## src/tlc_pkg.sv

```systemverilog
// Package for the tank level classifier: payload types, configuration
// struct, band and level codes, register indexes and reset values.
// No dependencies.
`timescale 1ns / 1ps
`default_nettype none

package tlc_pkg;

    // Input beat fields.
    typedef struct packed {
        logic       operation;
        logic [7:0] raw_depth;
        logic       probe_low;
        logic       probe_mid;
        logic       probe_high;
    } t_in_item;

    // Result beat fields.
    typedef struct packed {
        logic [2:0] level;
        logic [6:0] depth_cm;
    } t_out_item;

    // Configuration register file contents.
    typedef struct packed {
        logic       sensor_kind;
        logic [7:0] low_threshold;
        logic [7:0] mid_offset;
        logic [7:0] high_threshold;
        logic [7:0] low_delay;
        logic [7:0] mid_delay;
        logic [7:0] high_delay;
    } t_cfg;

    // Classification of one sample, passed from the classifier to the state logic.
    typedef struct packed {
        logic [1:0] band;
        logic [6:0] depth;
        logic       prev_in_band;
        logic [2:0] probe_level;
    } t_class;

    // Operation codes.
    localparam logic OP_SAMPLE = 1'b0;
    localparam logic OP_TICK   = 1'b1;

    // Sensor kinds.
    localparam logic SENSOR_ELECTRODE = 1'b0;
    localparam logic SENSOR_PRESSURE  = 1'b1;

    // Band codes, also the index of each band's hold timer.
    localparam logic [1:0] BAND_FULL = 2'd0;
    localparam logic [1:0] BAND_MID  = 2'd1;
    localparam logic [1:0] BAND_LOW  = 2'd2;
    localparam logic [1:0] BAND_DRY  = 2'd3;

    // Reported level codes.
    localparam logic [2:0] LEVEL_FULL  = 3'd0;
    localparam logic [2:0] LEVEL_MID   = 3'd1;
    localparam logic [2:0] LEVEL_LOW   = 3'd2;
    localparam logic [2:0] LEVEL_DRY   = 3'd3;
    localparam logic [2:0] LEVEL_ERROR = 3'd4;

    // Configuration register indexes.
    localparam int unsigned CFG_INDEX_W = 3;
    localparam logic [CFG_INDEX_W-1:0] CFG_SENSOR_KIND    = 3'd0;
    localparam logic [CFG_INDEX_W-1:0] CFG_LOW_THRESHOLD  = 3'd1;
    localparam logic [CFG_INDEX_W-1:0] CFG_MID_OFFSET     = 3'd2;
    localparam logic [CFG_INDEX_W-1:0] CFG_HIGH_THRESHOLD = 3'd3;
    localparam logic [CFG_INDEX_W-1:0] CFG_LOW_DELAY      = 3'd4;
    localparam logic [CFG_INDEX_W-1:0] CFG_MID_DELAY      = 3'd5;
    localparam logic [CFG_INDEX_W-1:0] CFG_HIGH_DELAY     = 3'd6;

    // Depth clamp.
    localparam logic [6:0] DEPTH_MAX = 7'd99;

    // Configuration reset values.
    localparam t_cfg CFG_RESET = '{
        sensor_kind:    SENSOR_PRESSURE,
        low_threshold:  8'd10,
        mid_offset:     8'd30,
        high_threshold: 8'd80,
        low_delay:      8'd5,
        mid_delay:      8'd5,
        high_delay:     8'd5
    };

endpackage

`default_nettype wire

```

## src/tlc_classify.sv

```systemverilog
// Combinational classifier: clamps the depth, finds its band, judges the
// previous depth by that band's test and decodes the electrode probes.
// Depends on tlc_pkg.
`timescale 1ns / 1ps
`default_nettype none

module tlc_classify (
    input  wire tlc_pkg::t_in_item i_item,
    input  wire tlc_pkg::t_cfg     i_cfg,
    input  wire logic [6:0]        i_prev_depth,
    output tlc_pkg::t_class        o_class
);

    logic [6:0] depth;
    logic [7:0] depth_x;
    logic [7:0] prev_x;
    logic [7:0] mid_threshold;
    logic [1:0] band;
    logic       prev_in_band;
    logic [2:0] probe_level;

    // Clamp the depth and derive the mid threshold modulo 256.
    assign depth = (i_item.raw_depth > {1'b0, tlc_pkg::DEPTH_MAX}) ?
                   tlc_pkg::DEPTH_MAX : i_item.raw_depth[6:0];
    assign depth_x = {1'b0, depth};
    assign prev_x  = {1'b0, i_prev_depth};
    assign mid_threshold = i_cfg.high_threshold - i_cfg.mid_offset;

    // First band test that holds, in order full, mid, low, dry.
    always_comb begin
        if (depth_x >= i_cfg.high_threshold) begin
            band = tlc_pkg::BAND_FULL;
        end else if (depth_x >= mid_threshold) begin
            band = tlc_pkg::BAND_MID;
        end else if (depth_x >= i_cfg.low_threshold) begin
            band = tlc_pkg::BAND_LOW;
        end else begin
            band = tlc_pkg::BAND_DRY;
        end
    end

    // Previous depth judged by the new band's own test.
    always_comb begin
        case (band)
            tlc_pkg::BAND_FULL: prev_in_band = (prev_x >= i_cfg.high_threshold);
            tlc_pkg::BAND_MID:  prev_in_band = (prev_x >= mid_threshold);
            tlc_pkg::BAND_LOW:  prev_in_band = (prev_x < mid_threshold) &&
                                               (prev_x >= i_cfg.low_threshold);
            default:            prev_in_band = (prev_x < i_cfg.low_threshold);
        endcase
    end

    // Electrode probe patterns; anything out of sequence is a sensor error.
    always_comb begin
        case ({i_item.probe_low, i_item.probe_mid, i_item.probe_high})
            3'b000:  probe_level = tlc_pkg::LEVEL_DRY;
            3'b100:  probe_level = tlc_pkg::LEVEL_LOW;
            3'b110:  probe_level = tlc_pkg::LEVEL_MID;
            3'b111:  probe_level = tlc_pkg::LEVEL_FULL;
            default: probe_level = tlc_pkg::LEVEL_ERROR;
        endcase
    end

    assign o_class = '{
        band:         band,
        depth:        depth,
        prev_in_band: prev_in_band,
        probe_level:  probe_level
    };

endmodule

`default_nettype wire

```

## src/tlc_state.sv

```systemverilog
// Configuration registers, set by writes, and hold timers and level state,
// updated by writes and accepted beats; forms the result of each sample.
// Depends on tlc_pkg and tlc_classify.
`timescale 1ns / 1ps
`default_nettype none

module tlc_state (
    input  wire logic                         i_clk,
    input  wire logic                         i_rst_n,
    input  wire logic                         i_cfg_we,
    input  wire logic [tlc_pkg::CFG_INDEX_W-1:0] i_cfg_index,
    input  wire logic [7:0]                   i_cfg_data,
    input  wire logic                         i_accept,
    input  wire tlc_pkg::t_in_item            i_item,
    output logic                              o_res_valid,
    output tlc_pkg::t_out_item                o_res_item
);

    tlc_pkg::t_cfg    r_cfg;
    logic [7:0]       r_timer [4];
    logic [6:0]       r_prev_depth;
    logic [1:0]       r_level;
    logic             r_seen;

    tlc_pkg::t_class  cls;
    logic             pressure_sample;
    logic [1:0]       n_level;
    logic [7:0]       preset;

    tlc_classify u_classify (
        .i_item       (i_item),
        .i_cfg        (r_cfg),
        .i_prev_depth (r_prev_depth),
        .o_class      (cls)
    );

    assign pressure_sample = i_accept && (i_item.operation == tlc_pkg::OP_SAMPLE) &&
                             (r_cfg.sensor_kind == tlc_pkg::SENSOR_PRESSURE);

    // Reload value of the band the sample falls in.
    always_comb begin
        case (cls.band)
            tlc_pkg::BAND_FULL: preset = r_cfg.high_delay;
            tlc_pkg::BAND_MID:  preset = r_cfg.mid_delay;
            default:            preset = r_cfg.low_delay;
        endcase
    end

    // Hold rule: the first sample sets the level at once, later ones move
    // only when the previous depth agreed and the band's timer ran out.
    always_comb begin
        n_level = r_level;
        if (!r_seen) begin
            n_level = cls.band;
        end else if (cls.prev_in_band && (r_timer[cls.band] == 8'd0)) begin
            n_level = cls.band;
        end
    end

    // Configuration writes and pressure state.
    always_ff @(posedge i_clk) begin
        if (!i_rst_n) begin
            r_cfg        <= tlc_pkg::CFG_RESET;
            r_prev_depth <= 7'd0;
            r_level      <= tlc_pkg::BAND_DRY;
            r_seen       <= 1'b0;
        end else begin
            if (i_cfg_we) begin
                case (i_cfg_index)
                    tlc_pkg::CFG_SENSOR_KIND:    r_cfg.sensor_kind    <= i_cfg_data[0];
                    tlc_pkg::CFG_LOW_THRESHOLD:  r_cfg.low_threshold  <= i_cfg_data;
                    tlc_pkg::CFG_MID_OFFSET:     r_cfg.mid_offset     <= i_cfg_data;
                    tlc_pkg::CFG_HIGH_THRESHOLD: r_cfg.high_threshold <= i_cfg_data;
                    tlc_pkg::CFG_LOW_DELAY:      r_cfg.low_delay      <= i_cfg_data;
                    tlc_pkg::CFG_MID_DELAY:      r_cfg.mid_delay      <= i_cfg_data;
                    tlc_pkg::CFG_HIGH_DELAY:     r_cfg.high_delay     <= i_cfg_data;
                    default: ;
                endcase
            end
            if (pressure_sample) begin
                r_level      <= n_level;
                r_seen       <= 1'b1;
                r_prev_depth <= cls.depth;
            end
        end
    end

    // Hold timers: reload on configuration writes, count down on ticks,
    // and reload the sample's band when the previous depth disagreed.
    always_ff @(posedge i_clk) begin
        if (!i_rst_n) begin
            r_timer[tlc_pkg::BAND_FULL] <= tlc_pkg::CFG_RESET.high_delay;
            r_timer[tlc_pkg::BAND_MID]  <= tlc_pkg::CFG_RESET.mid_delay;
            r_timer[tlc_pkg::BAND_LOW]  <= tlc_pkg::CFG_RESET.low_delay;
            r_timer[tlc_pkg::BAND_DRY]  <= tlc_pkg::CFG_RESET.low_delay;
        end else if (i_cfg_we) begin
            case (i_cfg_index)
                tlc_pkg::CFG_LOW_THRESHOLD: begin
                    r_timer[tlc_pkg::BAND_LOW] <= r_cfg.low_delay;
                    r_timer[tlc_pkg::BAND_DRY] <= r_cfg.low_delay;
                end
                tlc_pkg::CFG_MID_OFFSET: begin
                    r_timer[tlc_pkg::BAND_MID] <= r_cfg.mid_delay;
                end
                tlc_pkg::CFG_HIGH_THRESHOLD: begin
                    r_timer[tlc_pkg::BAND_MID]  <= r_cfg.mid_delay;
                    r_timer[tlc_pkg::BAND_FULL] <= r_cfg.high_delay;
                end
                tlc_pkg::CFG_LOW_DELAY: begin
                    r_timer[tlc_pkg::BAND_LOW] <= i_cfg_data;
                    r_timer[tlc_pkg::BAND_DRY] <= i_cfg_data;
                end
                tlc_pkg::CFG_MID_DELAY: begin
                    r_timer[tlc_pkg::BAND_MID] <= i_cfg_data;
                end
                tlc_pkg::CFG_HIGH_DELAY: begin
                    r_timer[tlc_pkg::BAND_FULL] <= i_cfg_data;
                end
                default: ;
            endcase
        end else if (i_accept && (i_item.operation == tlc_pkg::OP_TICK)) begin
            for (int i = 0; i < 4; i++) begin
                if (r_timer[i] != 8'd0) begin
                    r_timer[i] <= r_timer[i] - 8'd1;
                end
            end
        end else if (pressure_sample && r_seen && !cls.prev_in_band) begin
            r_timer[cls.band] <= preset;
        end
    end

    // One result per sample, none per tick.
    assign o_res_valid = i_accept && (i_item.operation == tlc_pkg::OP_SAMPLE);

    always_comb begin
        if (r_cfg.sensor_kind == tlc_pkg::SENSOR_ELECTRODE) begin
            o_res_item.level    = cls.probe_level;
            o_res_item.depth_cm = 7'd0;
        end else begin
            o_res_item.level    = {1'b0, n_level};
            o_res_item.depth_cm = cls.depth;
        end
    end

endmodule

`default_nettype wire

```

## src/tlc_out_buf.sv

```systemverilog
// Result register with a skid stage, so the input side keeps accepting
// while a finished result waits. Depends on tlc_pkg.
`timescale 1ns / 1ps
`default_nettype none

module tlc_out_buf (
    input  wire logic               i_clk,
    input  wire logic               i_rst_n,
    input  wire logic               i_res_valid,
    input  wire tlc_pkg::t_out_item i_res_item,
    output logic                    o_full,
    output logic                    o_out_valid,
    output tlc_pkg::t_out_item      o_out_item,
    input  wire logic               i_out_stall
);

    logic               r_out_valid;
    tlc_pkg::t_out_item r_out_item;
    logic               r_skid_valid;
    tlc_pkg::t_out_item r_skid_item;
    logic               out_take;

    assign out_take = r_out_valid && !i_out_stall;

    // Valid flags.
    always_ff @(posedge i_clk) begin
        if (!i_rst_n) begin
            r_out_valid  <= 1'b0;
            r_skid_valid <= 1'b0;
        end else if (r_skid_valid) begin
            if (out_take) begin
                r_out_valid  <= 1'b1;
                r_skid_valid <= 1'b0;
            end
        end else if (!r_out_valid || out_take) begin
            r_out_valid <= i_res_valid;
        end else if (i_res_valid) begin
            r_skid_valid <= 1'b1;
        end
    end

    // Payload registers.
    always_ff @(posedge i_clk) begin
        if (r_skid_valid) begin
            if (out_take) begin
                r_out_item <= r_skid_item;
            end
        end else if (!r_out_valid || out_take) begin
            if (i_res_valid) begin
                r_out_item <= i_res_item;
            end
        end else if (i_res_valid) begin
            r_skid_item <= i_res_item;
        end
    end

    assign o_full      = r_skid_valid;
    assign o_out_valid = r_out_valid;
    assign o_out_item  = r_out_item;

endmodule

`default_nettype wire

```

## src/tank_level_classifier_with_hold_delay_core.sv

```systemverilog
// A sample's result is registered (in the skid stage if stalled); a tick gives none.
// Throughput: one beat per cycle when not stalled; compares and timer updates keep up.
// A stalled output holds one result and a skid stage holds a second before input stalls.
// Reset (i_rst_n low, synchronous) loads the default configuration, timers from the
// default delays, level dry, and empties the result and skid registers.
// Depends on tlc_pkg, tlc_state, tlc_classify and tlc_out_buf.
`timescale 1ns / 1ps
`default_nettype none

module tank_level_classifier_with_hold_delay_core (
    input  wire logic                            i_clk,
    input  wire logic                            i_rst_n,
    input  wire logic                            i_in_valid,
    output logic                                 o_in_stall,
    input  wire tlc_pkg::t_in_item               i_in_item,
    output logic                                 o_out_valid,
    input  wire logic                            i_out_stall,
    output tlc_pkg::t_out_item                   o_out_item,
    input  wire logic                            i_cfg_valid,
    output logic                                 o_cfg_ready,
    input  wire logic [tlc_pkg::CFG_INDEX_W-1:0] i_cfg_index,
    input  wire logic [7:0]                      i_cfg_data
);

    logic               accept;
    logic               buf_full;
    logic               res_valid;
    tlc_pkg::t_out_item res_item;

    // Configuration writes are always taken.
    assign o_cfg_ready = 1'b1;

    // Input stalls only while the skid stage is occupied.
    assign o_in_stall = buf_full;
    assign accept     = i_in_valid && !buf_full;

    tlc_state u_state (
        .i_clk       (i_clk),
        .i_rst_n     (i_rst_n),
        .i_cfg_we    (i_cfg_valid && o_cfg_ready),
        .i_cfg_index (i_cfg_index),
        .i_cfg_data  (i_cfg_data),
        .i_accept    (accept),
        .i_item      (i_in_item),
        .o_res_valid (res_valid),
        .o_res_item  (res_item)
    );

    tlc_out_buf u_out_buf (
        .i_clk       (i_clk),
        .i_rst_n     (i_rst_n),
        .i_res_valid (res_valid),
        .i_res_item  (res_item),
        .o_full      (buf_full),
        .o_out_valid (o_out_valid),
        .o_out_item  (o_out_item),
        .i_out_stall (i_out_stall)
    );

endmodule

`default_nettype wire

```

## config.mk

```make
export PLATFORM = sky130hd
export DESIGN_NAME = tank_level_classifier_with_hold_delay_core
export DESIGN_NICKNAME = d
export VERILOG_FILES = /design/src/tlc_pkg.sv /design/src/tlc_classify.sv /design/src/tlc_state.sv /design/src/tlc_out_buf.sv /design/src/tank_level_classifier_with_hold_delay_core.sv
export SDC_FILE = /design/constraint.sdc
export NUM_CORES = 1
export LEC_CHECK = 0
export ABC_AREA = 1
export ABC_CLOCK_PERIOD_IN_PS = 3800
export BUFFER_PORTS_ARGS = -buffer_cell sky130_fd_sc_hd__buf_2
export CORE_ASPECT_RATIO = 0.5
export CORE_MARGIN = 5
export CORE_UTILIZATION = 25
export CTS_BUF_LIST = sky130_fd_sc_hd__clkbuf_8
export DETAILED_ROUTE_END_ITERATION = 7
export PLACE_DENSITY_LB_ADDON = 0.25
export REMOVE_ABC_BUFFERS = 1
export SYNTH_ARGS = -nofsm -noshare
export SYNTH_HDL_FRONTEND = slang
export SYNTH_SLANG_ARGS = --single-unit
```

## constraint.sdc

```tcl
create_clock -name i_clk -period 3.8 [get_ports i_clk]
set_input_delay 0.19 -clock i_clk [delete_from_list [all_inputs] [get_ports i_clk]]
set_output_delay 0.19 -clock i_clk [all_outputs]
set_load 0.05 [all_outputs]
```

==> run_results.csv, run 1 <==
group,metric,value,unit
synth,yosys_warnings,0,
synth,syn-cell-area,7236,um2
synth,synth_top_cell_by_area,"edfxtp_1",
synth,yosys-top-cells-count,"175 x nand2_1, 140 x inv_1, 77 x nor2_1",
grt,grt_util_met3,2.808,%
grt,grt_pass1_vias,6358,
critical_path,start_kind,"register",
timing,drv_slew,0,
power_and_ir_drop,p_leak,3.733,nW
drt,drt_iter0_markers,510,
critical_path,path_class,"reg -> reg",
grt,grtUsageTotal,13.96,%
synth,async_reset_ff_share,0,%
drt,num_vias,6561,
timing,slew_headroom,28.56,%
timing,setup_slack,0.2846,ns
clock_network,cts_tree,"built",
floorplan,dieArea,32650,um2
synth,syn_area_per_cell,7.865,um2
cells_and_area,num-fill-cells,3164,
clock_network,cts_sinks,113,
cells_and_area,syn2layout_area_growth,16.89,%
drt,routedWlPerCell,16.60,um
cells_and_area,drive_above_1_share,15.10,%
critical_path,cp-end-kind,"register",
cells_and_area,antenna_cells,0,
outcome,outcome,"finished, final reports clean",
timing,hold_viol_final,0,
critical_path,cp_max_fo,8,
grt,grt-ovfl-total,0,
clock_network,path_clk_slew,0.08,ns
placed_design,place.gp.congestion,0.8695,
floorplan,coreArea,28740,um2
synth,synth_area_leaders,"edfxtp_1 22%, dfxtp_1 17%, nand2_1 9.1%, ha_1 9.0%, inv_1 7.3%",
drt,drc,0,
timing,tightest_slew,1.068,ns
timing,setup-tns-final,0,ns
synth,yosysMostFrequentCell,"nand2_1",
clock_network,clock_tree.buffer_depth,2,
synth,synth-edff-count,52,
clock_network,clockRootBuffer,"clkbuf_8",
clock_network,cts_max_level,4,
synth,synth_seq_cells,113,
grt,top_usage_layer,"met2",
synth,ys_types,57,
placed_design,portBuffers,39,
grt,grt_pass1_wl,35.48,mm
job,cap_violations,0,
timing,setup-violations-final,0,
drt,ant_nets,0,
critical_path,critPathRequiredTime,3.97,ns
clock_network,clock_latency,0.46,ns
grt,grt_antenna_before_repair,0,
floorplan,initial_utilization,25.18,%
grt,gr-usage-met1,18.20,%
drt,avgViaCountPerCell,4.717,
synth,syn-instance-count,920,
drt,firstDrtPassIters,5,
placed_design,dpl.hpwl,17.72,mm
cells_and_area,nets,1068,
floorplan,fp.dieH,130.3,um
timing,finClkSkew,0.01565,ns
timing,hold_ws,0.03084,ns
placed_design,placed_area,7996,um2
worst_hold_path,hp-class,"in -> reg",
synth,yosysTopAreaCellShare,21.58,%
timing,period_minus_slack,3.515,ns
synth,synth_top_flop_cell,"dfxtp_1",
floorplan,rows,44,
drt,finalWirelength,23.10,mm
placed_design,post-place-ws,0.1016,ns
clock_network,numCtsBuffers,17,
critical_path,arrival,3.69,ns
floorplan,io_pins,41,
grt,grt_max_degree,26,
grt,grt_use_met2,23.25,%
timing,fmax,284.5,MHz
timing,rsz0062_at_grt,"false",
timing,fin_crit_sh,92.51,%
floorplan,die_w,250.6,um
cells_and_area,post-route-cell-area,8458,um2
power_and_ir_drop,ir_worst_vdd,0.0001715,V
power_and_ir_drop,power_density,367.6,nW/um2
synth,yosysSeqAreaShare,38.46,%
cells by family (layout without fill, tap and decap cells):
| kind of cell | count (synthesis) | count (layout) | synth area share (%) |
|---|---|---|---|
| flip-flops | 113 | 113 | 38.46 |
| buffers and inverters | 171 | 251 | 9.199 |
| other | 1 | 1 | 0.05183 |
| adder cells (fa/ha/maj) | 53 | 53 | 9.269 |
| AND/OR/NAND/NOR | 339 | 339 | 21.46 |
| AO/OA/AOI/OAI | 222 | 222 | 19.02 |
| XOR/XNOR | 21 | 21 | 2.542 |
power by group:
| group | switching [W] | total (W) | internal [W] |
|---|---|---|---|
| clock network | 0.000589 | 0.00111 | 0.000522 |
| registers | 0.0000468 | 0.00139 | 0.00134 |
| logic | 0.000408 | 0.000608 | 0.000200 |
| total | 0.00104 | 0.00311 | 0.00206 |
cells in the final DEF (no fill, tap or decap), types with 4 or more instances in the layout:
cell,synthesis,final
a21oi_1,56,54
a21oi_2,2,4
a22oi_1,23,23
a32oi_1,6,6
buf_2,8,39
buf_4,1,24
clkbuf_8,0,17
clkinv_4,0,5
dfxtp_1,61,61
edfxtp_1,52,52
ha_1,52,52
inv_1,140,140
inv_2,11,11
inv_6,0,4
nand2_1,175,175
nand2_2,13,12
nand3_1,28,25
nand3_2,7,10
nand4_1,10,10
nor2_1,77,77
nor3_1,8,8
o211ai_1,11,11
o21a_1,9,9
o21ai_0,64,63
o21ai_1,3,4
o221ai_1,7,7
o22ai_1,24,24
xnor2_1,12,12
xor2_1,9,9
layer usage:
layer	share of wire, %	vias to the layer above
met2	45	166
met3	4.9	39
met4	2.5	0
met5	0	-
met1	47	3102
li1	-	3254
metrics by stage:
| stage | power, W | util [%] | cells |
|---|---|---|---|
| final | 0.003109 | 29.43 | 1391 |
| after global routing | 0.003256 | 29.43 | 1391 |
| after CTS | 0.003109 | 29.15 | 1387 |
| after detailed placement | 0.002004 | 27.83 | 1354 |
| after global placement | 0.001996 | 27.83 | 1354 |
| after floorplan | 0.001803 | - | 902 |
final timing paths:
check	startpoint	to	slack, ns	depth (start not counted)
worst max register to register	u_state.r_cfg[24]$_SDFFE_PN0P_	u_state.r_timer[0][4]$_DFFE_PP_	0.28	23
worst max-delay path	u_state.r_cfg[24]$_SDFFE_PN0P_	u_state.r_timer[0][4]$_DFFE_PP_	0.28	23
worst min-delay path	i_in_item[4]	u_state.r_prev_depth[1]$_SDFFE_PN0P_	0.03	3
worst min register to register	u_state.r_level[0]$_SDFFE_PN1P_	u_state.r_level[0]$_SDFFE_PN1P_	0.48	2
final cells by class:
type / count / area [um2] / area share [%]
Sequential cell: 113 / 2783 / 32.90
Timing Repair Buffer: 66 / 416.7 / 4.926
Tap cell: 391 / 489.2 / 5.784
Inverter: 153 / 579.3 / 6.849
Multi-Input combinational cell: 636 / 3820 / 45.16
Clock buffer: 17 / 234.0 / 2.766
Clock inverter: 15 / 136.4 / 1.612
what timing repair did:
item                                   4_1_cts  5_1_grt
endpoints found under the hold margin        1        0
resized for setup                            0       10
setup endpoints to repair                    0       53
hold buffers                                 1        0
setup buffers                                0        4
sequential cells by signal, indices dropped and copies added, names as in the netlist:
name and count:
u_out_buf.o_out_item 10, u_out_buf.r_skid_item 10, u_state.r_prev_depth 7, u_state.r_cfg 49, u_out_buf.o_full 1, u_out_buf.o_out_valid 1, u_state.r_level 2, u_state.r_timer 32
u_state.r_seen 1
critical path: stages (launching register included):
cell      delay [ns]
dfxtp_1         0.33
inv_1           0.08
ha_1            0.14
inv_1           0.05
fa_1            0.41
a21oi_2         0.14
o21bai_1        0.10
nand2_1         0.07
nand2_1         0.06
a21oi_2         0.13
xor2_1          0.22
ha_1            0.30
nand3_2         0.11
nor2_4          0.04
nand2_1         0.08
nand2_2         0.09
nor2_8          0.17
nand3_2         0.11
nand4_4         0.13
clkinv_4        0.10
nand3_2         0.12
inv_2           0.08
nand2_1         0.06
o221ai_1        0.12
(Power assumes the default switching activity.)
==> run 2, diff against run 1 <==
Settings changed: ABC_CLOCK_PERIOD_IN_PS 3800 to 3400, SYNTH_HIERARCHICAL from default to 1.
Clock period 3.8 ns to 3.4 ns, I/O delays scaled along.
==> run 2 against run 1 <==
The flow now finishes with violations (setup timing). Sequential power up 12%. Combinational power up 34%. Die area up 3.3%. Fmax down 2.1%. Worst hold slack better by 0.030 ns. Critical endpoint is now u_state/r_timer[3][0]$_DFFE_PP_.
==> run_results.csv, run 2 <==
group,metric,value,unit
cells_and_area,largest_register_ffs,49,
grt,grt_max_degree,35,
critical_path,start_kind,"register",
timing,setup-violations-final,60,
critical_path,critPathTopFamily,"simple AND/OR/NAND/NOR gates",
timing,fmax,278.5,MHz
synth,syn-cell-area,7487,um2
drt,drc,0,
cells_and_area,mostFrequentLayoutCell,"nand2_1",
floorplan,initial_utilization,25.61,%
cells_and_area,reg.largest.list,"u_state/r_cfg: 49 flops, u_state/r_timer: 32 flops",
drt,firstDrtPassIters,5,
critical_path,critPathRequiredTime,3.59,ns
grt,grtUsageTotal,14.55,%
worst_hold_path,min_to,"u_out_buf/o_out_valid$_SDFFE_PN0P_",
job,cap_violations,0,
clock_network,clockRootBuffer,"clkbuf_8",
placed_design,dpl.hpwl,18.52,mm
synth,yosys-top-cells-count,"255 x nand2_1, 146 x inv_1, 82 x o21ai_0",
synth,yosysMostFrequentCell,"nand2_1",
synth,syn-instance-count,1005,
clock_network,cts_tree,"built",
power_and_ir_drop,power_density,400.6,nW/um2
clock_network,cts_sinks,113,
cells_and_area,stdcell_count,1524,
grt,grt_pass1_vias,7043,
worst_hold_path,hold_depth,5,
cells_and_area,final_cell_mix,"237 x nand2_1, 138 x inv_1, 70 x o21ai_0, 67 x nor2_1, 61 x buf_4",
cells_and_area,num-fill-cells,3056,
critical_path,cp-end-kind,"register",
critical_path,critPathSlowestCell,"fa_2",
floorplan,io_pins,41,
clock_network,path_clk_slew,0.08,ns
critical_path,reg2reg_depth,25,
critical_path,r2r_slack,-0.19,ns
synth,async_reset_ff_share,0,%
clock_network,numCtsBuffers,17,
timing,rsz0062_at_grt,"true",
clock_network,cts_max_level,4,
outcome,violations,"setup timing",
placed_design,portBuffers,39,
grt,grt-ovfl-total,0,
critical_path,arrival,3.78,ns
drt,ant_nets,0,
synth,yosysTopAreaCellShare,20.86,%
grt,grt_pass1_wl,38.51,mm
timing,tightest_slew,1.106,ns
floorplan,rows,44,
synth,synth_area_leaders,"edfxtp_1 21%, dfxtp_1 16%, nand2_1 13%, ha_1 8.7%, inv_1 7.3%",
critical_path,cp_slowest_stage_delay,0.34,ns
cells_and_area,nets,1201,
drt,drt_iter0_markers,566,
power_and_ir_drop,p_leak,4.266,nW
synth,syn_area_per_cell,7.450,um2
floorplan,fp.dieH,132.4,um
clock_network,hold_buffers,0,
cells_and_area,regMostFlops,"u_state/r_cfg",
timing,finClkSkew,0.01468,ns
synth,yosys_warnings,6,
critical_path,reg2reg_to,"u_state/r_timer[3][0]$_DFFE_PP_",
timing,setup_slack,-0.1911,ns
critical_path,crit_buf_inv,6,
grt,grt_antenna_before_repair,0,
cells_and_area,post-route-cell-area,9497,um2
timing,period_minus_slack,3.591,ns
worst_hold_path,min_from,"i_out_stall",
worst_hold_path,hp-class,"in -> reg",
synth,synth_seq_cells,113,
timing,fin_crit_sh,105.6,%
critical_path,cp_max_fo,3,
critical_path,path_class,"reg -> reg",
cells_and_area,drive_above_1_share,23.74,%
floorplan,die_w,254.7,um
power_and_ir_drop,ir_worst_vdd,0.0002272,V
synth,synth_top_cell_by_area,"edfxtp_1",
cells_and_area,antenna_cells,0,
clock_network,clock_tree.buffer_depth,2,
placed_design,placed_cells,1481,
drt,routedWlPerCell,16.13,um
clock_network,clock_latency,0.46,ns
timing,hold_ws,0.06093,ns
drt,avgViaCountPerCell,4.694,
critical_path,r2r-start,"u_state/r_cfg[24]$_SDFFE_PN0P_",
outcome,outcome,"finished, violations left",
floorplan,dieArea,33720,um2
cells_and_area,syn2layout_area_growth,26.84,%
synth,synth-edff-count,52,
timing,drv_slew,0,
synth,yosysSeqAreaShare,37.17,%
power_and_ir_drop,p_total,0.003805,W
synth,ys_types,48,
drt,num_vias,7153,
timing,hold_viol_final,0,
timing,slew_headroom,26.26,%
placed_design,placed_area,8577,um2
placed_design,place.gp.congestion,0.8765,
floorplan,coreArea,29230,um2
drt,finalWirelength,24.59,mm
synth,synth_top_flop_cell,"dfxtp_1",
-- run 2: what timing repair did --
action / 4_1_cts / 5_1_grt
setup endpoints to repair: 70 / 70
pin swaps: 32 / 22
setup buffers: 8 / 6
resized for setup: 71 / 45
-- run 2: how the worst max path moves through the flow --
| stage | slack (ns) | startpoint | endpoint | cells past startpoint |
|---|---|---|---|---|
| 3_3_place_gp | -0.44 | u_state/r_cfg[24]$_SDFFE_PN0P_ | u_out_buf/o_out_item[8]$_DFFE_PP_ | 26 |
| 4_1_cts | -0.29 | u_state/r_cfg[24]$_SDFFE_PN0P_ | u_state/r_timer[1][2]$_DFFE_PP_ | 26 |
| 6_report | -0.19 | u_state/r_cfg[24]$_SDFFE_PN0P_ | u_state/r_timer[3][0]$_DFFE_PP_ | 25 |
| 2_1_floorplan | -0.31 | u_state/r_cfg[24]$_SDFFE_PN0P_ | u_state/r_timer[3][0]$_DFFE_PP_ | 24 |
| 3_5_place_dp | -0.46 | u_state/r_cfg[24]$_SDFFE_PN0P_ | u_out_buf/o_out_item[8]$_DFFE_PP_ | 26 |
| 5_1_grt | -0.40 | u_state/r_cfg[24]$_SDFFE_PN0P_ | u_out_buf/o_out_item[8]$_DFFE_PP_ | 25 |
-- run 2: final cells by class --
| class | instances | area (um2) | share of cell area [%] |
|---|---|---|---|
| flip-flops and latches | 113 | 2785 | 29.33 |
| well taps | 391 | 489.2 | 5.152 |
| clock buffers | 20 | 275.3 | 2.899 |
| inverters | 159 | 614.3 | 6.469 |
| multi-input cells | 716 | 4342 | 45.72 |
| repair buffers | 113 | 825.8 | 8.696 |
| clock inverters | 12 | 165.2 | 1.739 |
-- run 2: logic make-up after synthesis --
group	synth area share [%]
AOI/OAI and AO/OA	17.11
buffers and inverters	9.375
adders and majority gates	8.957
other	0.05009
xor gates and xnor gates	1.989
DFF	37.17
and+or+nand+nor	25.35
-- run 2: through the flow --
| stage | setup WS (ns) | utilization (%) | TNS [ns] |
|---|---|---|---|
| final | -0.1911 | 32.49 | -5.342 |
| after detailed placement | -0.4572 | 29.34 | -21.95 |
| after floorplan | -0.3139 | - | -5.472 |
| after global placement | -0.4447 | 29.34 | -23.05 |
| after CTS | -0.2896 | 31.78 | -14.98 |
| after global routing | -0.4031 | 32.49 | -20.51 |
-- run 2: worst reg2reg max path: stages, from the launching register on --
cell,delay [ns]
dfxtp_2,0.32
inv_2,0.06
ha_4,0.12
inv_2,0.04
fa_2,0.34
nand3_2,0.08
nand2_2,0.05
nand2_1,0.05
nand2_1,0.06
a21oi_2,0.13
xor2_1,0.21
ha_1,0.30
nand3_2,0.08
nand2_2,0.07
a21oi_4,0.15
nand2_1,0.08
nand4_1,0.09
nand4_1,0.16
nor4_4,0.23
buf_4,0.19
inv_4,0.05
nor2_4,0.12
inv_2,0.05
buf_4,0.14
nor2_1,0.11
a31oi_1,0.06
-- run 2: layer usage --
metal	track usage (%)	up-vias	part of all wire, %
li1	-	3568	-
met1	19.28	3307	45
met2	23.61	226	47
met3	2.602	52	5.4
met4	5.661	0	3.3
met5	0	-	0
-- run 2: where the power goes --
part	internal, W	total (W)	switching (W)
combinational	0.000295	0.000816	0.000521
sequential	0.00150	0.00155	0.0000514
clock	0.000850	0.00144	0.000589
total	0.00264	0.00380	0.00116
==> run 3, diff against run 2 <==
Settings changed: SYNTH_HIERARCHICAL 1 to default.
==> run 3 against run 2 <==
The flow still finishes with violations (setup timing). Highest routed layer unchanged. Clock skew up 0.0016 ns. Largest power group unchanged. Global-route usage fell by 0.12 points. Clock-buffer cell count is 3 lower. Combinational power decreased by 5.3%. Non-clock buffer count decreased by 10. First-iteration DRC count fell by 9.0%. Via count decreased by 7.5%. Clock power decreased by 6%.
==> run_results.csv, run 3 (synthesized netlist as in run 1, its figures left out) <==
group,metric,value,unit
worst_hold_path,hold_depth,3,
cells_and_area,largest_register_ffs,49,
critical_path,reg2reg_depth,22,
drt,avgViaCountPerCell,4.631,
cells_and_area,stdcell_count,1429,
power_and_ir_drop,pwr-share-seq,42.3,%
cells_and_area,mostFrequentLayoutCell,"nand2_1",
outcome,violations,"setup timing",
clock_network,numCtsBuffers,17,
cells_and_area,ff_latch_area,2785,um2
worst_hold_path,hp-class,"in -> reg",
grt,grt_max_degree,26,
power_and_ir_drop,power.internal,0.002454,W
timing,drv_slew,0,
clock_network,cts_max_level,4,
timing,slew_headroom,33.75,%
floorplan,rows,44,
floorplan,dieArea,32650,um2
power_and_ir_drop,p_leak,3.979,nW
critical_path,start_kind,"register",
clock_network,clock_latency,0.46,ns
clock_network,cts_tree,"built",
drt,finalWirelength,23.32,mm
cells_and_area,syn2layout_area_growth,24.88,%
floorplan,fp.dieH,130.3,um
critical_path,critPathRequiredTime,3.67,ns
critical_path,cp_max_fo,6,
timing,fin_crit_sh,100.7,%
floorplan,die_w,250.6,um
power_and_ir_drop,power_frac_comb,21.0,%
timing,hold_viol_final,0,
grt,grt_pass1_wl,36.31,mm
critical_path,arrival,3.70,ns
outcome,outcome,"finished, violations left",
drt,firstDrtPassIters,5,
power_and_ir_drop,p_clk_share,36.6,%
power_and_ir_drop,switching_power,0.001217,W
floorplan,initial_utilization,25.18,%
clock_network,clockRootBuffer,"clkbuf_8",
drt,drc,0,
cells_and_area,final_cell_mix,"160 x nand2_1, 138 x inv_1, 74 x nor2_1, 61 x o21ai_0, 59 x dfxtp_1",
cells_and_area,nets,1106,
timing,period_minus_slack,3.425,ns
job,cap_violations,0,
timing,hold_ws,0.04590,ns
critical_path,path_class,"reg -> reg",
timing,fmax,292.0,MHz
drt,ant_nets,0,
cells_and_area,regMostFlops,"u_state.r_cfg",
timing,setup-violations-final,34,
timing,setup-tns-final,-0.4286,ns
floorplan,coreArea,28740,um2
critical_path,reg2reg_to,"u_state.r_timer[3][0]$_DFFE_PP_",
grt,grtUsageTotal,14.43,%
timing,setup_slack,-0.02523,ns
clock_network,clock_tree.buffer_depth,2,
critical_path,r2r-start,"u_state.r_cfg[24]$_SDFFE_PN0P_",
critical_path,cp-endpoint,"u_state.r_timer[3][0]$_DFFE_PP_",
cells_and_area,antenna_cells,0,
drt,num_vias,6618,
cells_and_area,multi_input_area,4023,um2
power_and_ir_drop,p_total,0.003671,W
grt,grt-ovfl-total,0,
cells_and_area,reg.largest.list,"u_state.r_cfg: 49 flops, u_state.r_timer: 32 flops",
placed_design,place.gp.congestion,0.8742,
floorplan,io_pins,41,
power_and_ir_drop,ir_worst_vdd,0.0002308,V
timing,tightest_slew,0.9901,ns
drt,drt_iter0_markers,515,
critical_path,crit_start,"u_state.r_cfg[24]$_SDFFE_PN0P_",
placed_design,portBuffers,39,
power_and_ir_drop,power_density,406.3,nW/um2
drt,routedWlPerCell,16.32,um
cells_and_area,drive_above_1_share,22.45,%
critical_path,cp-end-kind,"register",
timing,rsz0062_at_grt,"true",
placed_design,dpl.hpwl,17.84,mm
cells_and_area,num-fill-cells,3093,
clock_network,path_clk_slew,0.08,ns
grt,grt_pass1_vias,6510,
power_and_ir_drop,p_sw_share,33.16,%
timing,finClkSkew,0.01631,ns
grt,grt_antenna_before_repair,0,
clock_network,cts_sinks,113,
placed_design,placed_cells,1384,
critical_path,r2r_slack,-0.03,ns
-- run 3: changes by cell type in the layout (fill, tap and decap cells not counted), sizes merged, moves of 6 or more --
cell	before	now
a32oi	0	6
o21a	0	9
a21oi	66	59
o22ai	7	24
a22oi	2	23
o211ai	23	12
nand2	273	189
buf	113	100
o21ai	96	68
-- run 3: worst min path at each step --
stage                                          from                         endpoint
global route                          i_cfg_data[2]   u_state.r_cfg[34]$_SDFFE_PN1P_
global placement    u_state.r_level[0]$_SDFFE_PN1P_  u_state.r_level[0]$_SDFFE_PN1P_
detailed placement  u_state.r_level[1]$_SDFFE_PN1P_  u_state.r_level[1]$_SDFFE_PN1P_
floorplan                                   i_rst_n   u_state.r_cfg[10]$_SDFFE_PN1P_
CTS                                   i_cfg_data[2]   u_state.r_cfg[34]$_SDFFE_PN1P_
finish                                i_cfg_data[2]   u_state.r_cfg[10]$_SDFFE_PN1P_
-- run 3: metrics by stage --
| step | setup slack, ns | cell area, um2 | utilization (%) |
|---|---|---|---|
| floorplan | 0.03169 | 7147 | - |
| global placement | -0.1140 | 8247 | 28.70 |
| detailed placement | -0.1544 | 8247 | 28.70 |
| CTS | -0.01130 | 8818 | 30.69 |
| global route | -0.2872 | 9036 | 31.44 |
| finish | -0.02523 | 9036 | 31.44 |
-- run 3: layout make-up --
| cell class | count | share of cell area, % |
|---|---|---|
| multi-input combinational | 637 | 44.52 |
| sequential | 113 | 30.82 |
| timing repair buffer | 103 | 8.253 |
| inverter | 153 | 6.494 |
| tap | 391 | 5.414 |
| clock buffer | 17 | 2.589 |
| clock inverter | 15 | 1.911 |
-- run 3: power groups by stage --
stage	sequential (W)	combinational [W]	clock [W]
global route	0.00156	0.000856	0.00144
finish	0.00155	0.000773	0.00135
detailed placement	0.00158	0.000694	0
floorplan	0.00159	0.000421	0
global placement	0.00158	0.000689	0
CTS	0.00155	0.000727	0.00137
-- run 3: critical path, stage by stage (launching register included) --
cell and delay, ns:
dfxtp_2 0.33, inv_2 0.07, ha_4 0.13, inv_2 0.04, fa_2 0.36, a21oi_2 0.14, o21bai_2 0.07, nand2_1 0.07
nand2_1 0.06, a21oi_2 0.14, xor2_1 0.22, ha_1 0.30, nand3_2 0.09, nand2_4 0.06, a21oi_4 0.20, nand2_2 0.12
nand2_2 0.10, buf_4 0.18, nor2_4 0.05, nand3_2 0.08, buf_4 0.15, inv_1 0.07, a32oi_2 0.21
-- run 3: per-layer routing --
metal  wire length (um)  share of wire, %  track usage (%)
met4                588               2.5            5.194
met3               1135               4.9            3.067
met2              10550                45            23.43
met1              11050                47            19.20
met5                  0                 0                0
-- run 3: repair_timing --
| action | CTS | global route |
|---|---|---|
| resized for setup | 21 | 54 |
| hold endpoints to repair | 3 | 0 |
| buffers inserted | 4 | 6 |
| cloned | 1 | 0 |
| endpoints found under the setup margin | 64 | 70 |
| pin swaps | 12 | 22 |
| hold buffers | 3 | 0 |
